$ cat config.mk
export PLATFORM = sky130hd
export DESIGN_NAME = bounded_stack_with_search
export DESIGN_NICKNAME = d
export VERILOG_FILES = /design/src/hdl/bsws_pkg.sv /design/src/hdl/bsws_cell.sv /design/src/hdl/bounded_stack_with_search.sv
export VERILOG_INCLUDE_DIRS = /design/src /design/src/hdl
export SDC_FILE = /design/constraint.sdc
export NUM_CORES = 2
export LEC_CHECK = 0
export BUFFER_PORTS_ARGS = -buffer_cell sky130_fd_sc_hd__buf_2
export CAP_MARGIN = 0
export CORE_MARGIN = 5
export CORE_UTILIZATION = 45
export DETAILED_ROUTE_END_ITERATION = 6
export HOLD_SLACK_MARGIN = 0.1
export RECOVER_POWER = 50
export SLEW_MARGIN = 15
export SYNTH_ARGS = -nofsm -noshare
export SYNTH_HDL_FRONTEND = slang
export SYNTH_SLANG_ARGS = --single-unit
$ cat constraint.sdc
create_clock -name clock -period 5.2 [get_ports clock]
set_input_delay 0.78 -clock clock [delete_from_list [all_inputs] [get_ports clock]]
set_output_delay 0.78 -clock clock [all_outputs]
set_load 0.01 [all_outputs]
$ cat src/hdl/bounded_stack_with_search_defines.svh
// Assertion macros for the stack with search
`ifndef BOUNDED_STACK_WITH_SEARCH_DEFINES_SVH
`define BOUNDED_STACK_WITH_SEARCH_DEFINES_SVH

// same-cycle implication, clocked on clock, off during reset
`define BSWS_ASSERT_NOW(label, ante, cons, msg) \
   label: assert property (@(posedge clock) disable iff (reset) (ante) |-> (cons)) \
      else $error(msg);

// next-cycle implication
`define BSWS_ASSERT_NEXT(label, ante, cons, msg) \
   label: assert property (@(posedge clock) disable iff (reset) (ante) |=> (cons)) \
      else $error(msg);

`endif

$ cat src/hdl/bsws_pkg.sv
package bsws_pkg;

   localparam int VALUE_W     = 32;
   localparam int CAP_W       = 7;
   localparam int POS_W       = 6;
   localparam int OUT_COUNT_W = 7;

   localparam logic [CAP_W-1:0] CAP_RESET = 7'd64;

   typedef enum logic [1:0] {
      REQ_PUSH   = 2'd0,
      REQ_POP    = 2'd1,
      REQ_SEARCH = 2'd2,
      REQ_CLEAR  = 2'd3
   } req_kind_type;

   // register index, taken from paddr[2]
   localparam logic REG_CAPACITY = 1'b0;

   typedef struct packed {
      logic push;   // write the cell sitting at the current count
      logic load;   // capture compare result against the key
      logic shift;  // take the match bit from the upper neighbour
   } cell_ctl_type;

endpackage

$ cat src/hdl/bsws_cell.sv
module bsws_cell
   import bsws_pkg::*;
#(
   parameter int CW  = 7,
   parameter int IDX = 0
) (
   input  logic                clock,
   input  logic                reset,
   input  cell_ctl_type        ctl,
   input  logic [CW-1:0]       count,
   input  logic [VALUE_W-1:0]  data,
   input  logic                upper_match,
   output logic                match_out
);

   localparam logic [CW-1:0] MY_POS = CW'(IDX);

   logic [VALUE_W-1:0] value_ff;
   logic               match_ff;
   logic               match_in;

   always_comb begin
      match_in = match_ff;
      if (ctl.load) begin
         match_in = (MY_POS < count) && (value_ff == data);
      end else if (ctl.shift) begin
         match_in = upper_match;
      end
   end

   always_ff @(posedge clock) begin
      if (ctl.push && (count == MY_POS)) begin
         value_ff <= data;
      end
   end

   always_ff @(posedge clock) begin
      if (reset) begin
         match_ff <= 1'b0;
      end else begin
         match_ff <= match_in;
      end
   end

   assign match_out = match_ff;

endmodule

$ cat src/hdl/bounded_stack_with_search.sv
// channel | dir | handshake             | payload
// req     | in  | req_tvalid/req_tready | tuser: req_type; tdata: value
// rsp     | out | rsp_tvalid/rsp_tready | tuser: success; tdata: found_position, item_count
// csr     | in  | APB, pready tied high | capacity at byte address 0
// Push, pop and clear: result registered in the cycle after the item is taken.
// Search: the cells compare in the cycle the item is taken, then the match bits move
// one cell per cycle towards the bottom until a hit reaches cell 0 or all items
// are passed; an empty stack gets no scan. One item in flight; req_tready waits for the
// scan and a free output register. Synchronous active-high reset: empty stack, capacity 64.
`include "bounded_stack_with_search_defines.svh"

module bounded_stack_with_search
   import bsws_pkg::*;
#(
   parameter int DEPTH = 64
) (
   input  logic                clock,
   input  logic                reset,
   input  logic                req_tvalid,
   output logic                req_tready,
   input  logic [1:0]          req_tuser,   // [1:0] req_type
   input  logic [31:0]         req_tdata,   // [31:0] value
   output logic                rsp_tvalid,
   input  logic                rsp_tready,
   output logic                rsp_tuser,   // [0] success
   output logic [15:0]         rsp_tdata,   // [5:0] found_position, [12:6] item_count, [15:13] 0
   input  logic                csr_psel,
   input  logic                csr_penable,
   input  logic                csr_pwrite,
   input  logic [2:0]          csr_paddr,
   input  logic [31:0]         csr_pwdata,
   output logic [31:0]         csr_prdata,
   output logic                csr_pready
);

   localparam int CW = $clog2(DEPTH + 1);
   localparam int EW = (CW > CAP_W) ? CW : CAP_W;
   localparam logic [EW-1:0] DEPTH_E = EW'(DEPTH);
   localparam logic [CW-1:0] DEPTH_C = CW'(DEPTH);

   typedef enum logic {
      ST_IDLE,
      ST_SCAN
   } state_type;

   state_type              state_ff, state_in;
   logic [CW-1:0]          count_ff, count_in;
   logic [CW-1:0]          scan_ff, scan_in;
   logic [CAP_W-1:0]       cap_ff;
   logic                   rsp_valid_ff, rsp_valid_in;
   logic                   rsp_ok_ff, rsp_ok_in;
   logic [POS_W-1:0]       rsp_pos_ff, rsp_pos_in;
   logic [OUT_COUNT_W-1:0] rsp_count_ff, rsp_count_in;

   logic                   req_accept;
   logic                   csr_write;
   logic [EW-1:0]          cap_e, eff_cap;
   logic                   push_ok;
   logic [DEPTH-1:0]       match;
   cell_ctl_type           ctl;

   assign csr_pready = 1'b1;
   assign csr_write  = csr_psel && csr_penable && csr_pwrite && csr_pready
                       && (csr_paddr[2] == REG_CAPACITY);
   assign csr_prdata = (csr_paddr[2] == REG_CAPACITY) ? {{(32-CAP_W){1'b0}}, cap_ff} : 32'd0;

   always_ff @(posedge clock) begin
      if (reset) begin
         cap_ff <= CAP_RESET;
      end else if (csr_write) begin
         cap_ff <= csr_pwdata[CAP_W-1:0];
      end
   end

   assign cap_e   = EW'(cap_ff);
   assign eff_cap = (cap_e > DEPTH_E) ? DEPTH_E : cap_e;
   assign push_ok = EW'(count_ff) < eff_cap;

   assign req_tready = (state_ff == ST_IDLE) && (!rsp_valid_ff || rsp_tready);
   assign req_accept = req_tvalid && req_tready;

   assign ctl.push  = req_accept && (req_kind_type'(req_tuser) == REQ_PUSH) && push_ok;
   assign ctl.load  = req_accept && (req_kind_type'(req_tuser) == REQ_SEARCH)
                      && (count_ff != '0);
   assign ctl.shift = (state_ff == ST_SCAN);

   for (genvar i = 0; i < DEPTH; i++) begin : g_cell
      logic upper;
      if (i == DEPTH - 1) begin : g_top
         assign upper = 1'b0;
      end else begin : g_mid
         assign upper = match[i+1];
      end
      bsws_cell #(
         .CW  (CW),
         .IDX (i)
      ) u_cell (
         .clock       (clock),
         .reset       (reset),
         .ctl         (ctl),
         .count       (count_ff),
         .data        (req_tdata),
         .upper_match (upper),
         .match_out   (match[i])
      );
   end

   always_comb begin
      state_in     = state_ff;
      count_in     = count_ff;
      scan_in      = scan_ff;
      rsp_valid_in = rsp_valid_ff && !rsp_tready;
      rsp_ok_in    = rsp_ok_ff;
      rsp_pos_in   = rsp_pos_ff;
      rsp_count_in = rsp_count_ff;
      if (req_accept) begin
         case (req_kind_type'(req_tuser))
            REQ_PUSH: begin
               if (push_ok) begin
                  count_in = CW'(count_ff + 1'b1);
               end
               rsp_valid_in = 1'b1;
               rsp_ok_in    = push_ok;
               rsp_pos_in   = '0;
               rsp_count_in = OUT_COUNT_W'(count_in);
            end
            REQ_POP: begin
               if (count_ff != '0) begin
                  count_in = CW'(count_ff - 1'b1);
               end
               rsp_valid_in = 1'b1;
               rsp_ok_in    = (count_ff != '0);
               rsp_pos_in   = '0;
               rsp_count_in = OUT_COUNT_W'(count_in);
            end
            REQ_SEARCH: begin
               if (count_ff == '0) begin
                  rsp_valid_in = 1'b1;
                  rsp_ok_in    = 1'b0;
                  rsp_pos_in   = '0;
                  rsp_count_in = OUT_COUNT_W'(count_ff);
               end else begin
                  state_in = ST_SCAN;
                  scan_in  = '0;
               end
            end
            REQ_CLEAR: begin
               count_in     = '0;
               rsp_valid_in = 1'b1;
               rsp_ok_in    = 1'b1;
               rsp_pos_in   = '0;
               rsp_count_in = '0;
            end
            default: begin
               count_in = count_ff;
            end
         endcase
      end
      if (state_ff == ST_SCAN) begin
         if (match[0]) begin
            state_in     = ST_IDLE;
            rsp_valid_in = 1'b1;
            rsp_ok_in    = 1'b1;
            rsp_pos_in   = POS_W'(scan_ff);
            rsp_count_in = OUT_COUNT_W'(count_ff);
         end else if (CW'(scan_ff + 1'b1) == count_ff) begin
            state_in     = ST_IDLE;
            rsp_valid_in = 1'b1;
            rsp_ok_in    = 1'b0;
            rsp_pos_in   = '0;
            rsp_count_in = OUT_COUNT_W'(count_ff);
         end else begin
            scan_in = CW'(scan_ff + 1'b1);
         end
      end
   end

   always_ff @(posedge clock) begin
      if (reset) begin
         state_ff     <= ST_IDLE;
         count_ff     <= '0;
         rsp_valid_ff <= 1'b0;
      end else begin
         state_ff     <= state_in;
         count_ff     <= count_in;
         rsp_valid_ff <= rsp_valid_in;
      end
      scan_ff      <= scan_in;
      rsp_ok_ff    <= rsp_ok_in;
      rsp_pos_ff   <= rsp_pos_in;
      rsp_count_ff <= rsp_count_in;
   end

   assign rsp_tvalid = rsp_valid_ff;
   assign rsp_tuser  = rsp_ok_ff;
   assign rsp_tdata  = {3'b000, rsp_count_ff, rsp_pos_ff};

   `BSWS_ASSERT_NOW(a_count_bound, 1'b1, count_ff <= DEPTH_C, "entry count above depth")
   `BSWS_ASSERT_NOW(a_busy_stall, state_ff == ST_SCAN, !req_tready && !rsp_valid_ff,
                    "item taken or result pending during scan")
   `BSWS_ASSERT_NEXT(a_clear, req_accept && (req_tuser == REQ_CLEAR),
                     count_ff == '0 && rsp_valid_ff, "clear did not empty the stack")
   `BSWS_ASSERT_NEXT(a_push, ctl.push, count_ff == CW'($past(count_ff) + 1'b1),
                     "push did not advance the count")

endmodule
==> summary.txt <==
Setup Viol. Count Final: 0
DIE AREA: 212,000 µm²
#FFs+latches synth: 2,149
Post-CTS Resized: 0
Max Slew Vio Count: 1,255
GRT overflow: 0
Multi-input gate area: 26,500 µm²
Die Height: 461 µm
Maximum clock frequency: 210 MHz
Clock transition at the registers of the reported paths: 0.06 ns
Mapped Area: 91,300 µm²
Routed wire length: 250,000 µm
Sw power: 8400 µW
Cell variety after synth: 76
Mux cell area share after synthesis: 0.885%
Worst min path class: input pin to flip-flop
CTS Hold Bufs: 0
CP Class: input pin to flip-flop
Xor and xnor area share after synthesis: 19.8%
Status: finished with violations
Sequential share of power: 51.8%
Drc violations: 0
Wire length on met3: 15,700 µm
Core Rows: 165
Largest family of logic cells by synthesized area: XOR/XNOR gates
First-pass GRT wire length: 356,000 µm
Initial antenna violation count: 14
Failing checks: capacitance limit, slew limit
Starting DRC count in detailed routing: 4,938
DP Wirelength: 150,000 µm
Final setup TNS: 0 ns
CTS Buf Count: 220
Slew headroom: -135%
Cell Pwr Density: 359 nW/µm²
H-tree Lvls: 4
DR vias/cell: 5.52
RSZ-0062 raised after global routing: no
Compound-Gate Fraction of Synth Area: 1.70%
CP endpoint kind: flip-flop
Synth warn: 0
Area Overhead vs Synth: 12.5%
Pwr Total: 36,900 µW
Share of layout cells above drive strength 1: 9.21%
Avg WL per Cell: 27.7 µm
WP data arrival: 5.55 ns
Max VDD drop: 0.353 mV
Initial Utilization: 45.2%
Comb power frac: 6.8%
Post-synthesis simple-gate area fraction: 6.07%
Maximum buffer depth of the clock tree: 3
Commonest non-fill, non-tap cell in the layout: edfxtp_1
Critical Path Source Type: input pin
Gpl congestion: 0.820
NumNets Final: 6,258
Die Width: 461 µm
Ys async rst share: 0%
Max_cap viols: 48
CTS Root Cell: clkbuf_16
Adder-Cell Fraction of Synth Area: 0.178%
Number of global-route vias before repair: 48,466
Worst-Margin Slew: 3.53 ns
Detailed Routing Iterations Pass 1: 5
CP Data Required Time: 5.98 ns
Commonest cells after routing, fill and taps aside: 2,048 x edfxtp_1, 1,269 x xnor2_1, 793 x xor2_1, 343 x nand4_1, 306 x clkbuf_1
EDFF count, synth: 2,048
Clock power frac: 41.4%
CP Max Fanout: 27
ANT nets after route: 0
PortBufs: 71
Int Pwr: 28,500 µW
Dominant synthesized flop cell: edfxtp_1
Avg Cell Area, Syn: 15.6 µm²
Worst-skew pair later-pin latency: 0.85 ns
Via count: 49,849
Final hold vios: 0
Storage cell area: 63,500 µm²
CTS sink cnt: 2,149
Lkg Pwr: 0.0315 µW
Clock skew: 0.0258 ns
Period utilisation layout: 91.8%
Met1 wire length: 111,000 µm
Switching share of power: 22.8%
Setup Buffers After CTS: 0
Sequential cell area fraction in the yosys report: 69.5%
Number of I/O pins: 128
Fill cells: 16,853
Wire length on met2: 117,000 µm
Final min period: 4.77 ns
Core area: 202,000 µm²
Top Metal Used: met5
Cells after synthesis: 5,841
Largest net degree at the start of global routing: 66
TritonCTS clock tree: built
Global Route Usage Sum: 23.3%
## cell families after synthesis
kind of cell / count (synthesis)
adder cells (fa/ha/maj): 13
other: 2
flip-flops: 2149
XOR/XNOR: 2063
multiplexers: 75
AO/OA/AOI/OAI: 221
AND/OR/NAND/NOR: 984
buffers and inverters: 334
## path summary, 6_finish.rpt
check,slack [ns],end,cells after the start,startpoint
max,0.43,g_cell[55].u_cell.match_out$_SDFFE_PP0P_,8,req_tdata[9]
min,0.18,cap_e[4]$_SDFFE_PP0P_,3,csr_pwdata[4]
max reg2reg,0.59,g_cell[62].u_cell.value_ff[2]$_DFFE_PP_,8,state_ff$_SDFF_PP0_
min reg2reg,0.46,g_cell[63].u_cell.match_out$_SDFFE_PP0P_,2,g_cell[63].u_cell.match_out$_SDFFE_PP0P_
## flip-flops by register name, indices dropped and copies added, names as in the netlist
register and count:
cap_e 7, g_cell.u_cell.value_ff 2048, scan_ff 7, count_ff 7
rsp_tvalid 1, rsp_pos_ff 6, state_ff 1, rsp_count_ff 7
g_cell.u_cell.match_out 64, rsp_tuser 1
## final cells by class
cell class,instances,area share [%]
Antenna cell,3,0.00731
Clock buffer,301,5.87
Clock inverter,105,0.889
Inverter,14,0.0512
Multi-Input combinational cell,3385,25.8
Sequential cell,2149,61.8
Tap cell,2672,3.25
Timing Repair Buffer,399,2.33
## synth_stat cells (45+ instances only)
cell type | count | area [µm²]
edfxtp_1 | 2048 | 61500
nor4_1 | 267 | 1670
xor2_1 | 793 | 6950
nor2_1 | 119 | 447
nor3_1 | 50 | 250
nand4_1 | 343 | 2150
nand2_1 | 95 | 357
mux2_2 | 45 | 507
nand3_1 | 48 | 240
buf_2 | 234 | 1170
dfxtp_1 | 101 | 2020
a21oi_1 | 68 | 340
xnor2_1 | 1269 | 11100
## through the flow
stage	std cells	cell area, µm²	setup WS [ns]	util (%)	hold slack [ns]
6_report	9028	103000	0.428	50.8	0.180
5_1_grt	9026	103000	0.445	50.8	0.159
4_1_cts	9025	104000	1.08	51.5	0.108
3_5_place_dp	8619	97100	1.09	48.0	0.449
3_3_place_gp	8619	97100	1.16	48.0	0.448
2_1_floorplan	5868	91400	0.404	-	0.428
## critical path: stages
cell and delay [ns]:
clkbuf_1 2.15, buf_12 0.31, clkbuf_1 0.94, xnor2_1 0.20, nand4_1 0.12, nor4_1 0.66, a31oi_1 0.17, nor2_1 0.12
## routing by layer
layer	global-route usage, %	vias up
met5	0	-
met4	5.76	6
met3	3.25	309
met2	37.6	1597
met1	33.6	25910
li1	-	22027
## power groups by stage
stage	combinational (µW)	clock [µW]	sequential (µW)
6_report	2500	15300	19100
5_1_grt	2650	16200	19100
4_1_cts	2630	15500	19100
3_5_place_dp	2610	0	19400
3_3_place_gp	2580	0	19400
2_1_floorplan	1420	0	19400
Note: power is estimated with default switching activity, not from simulation.
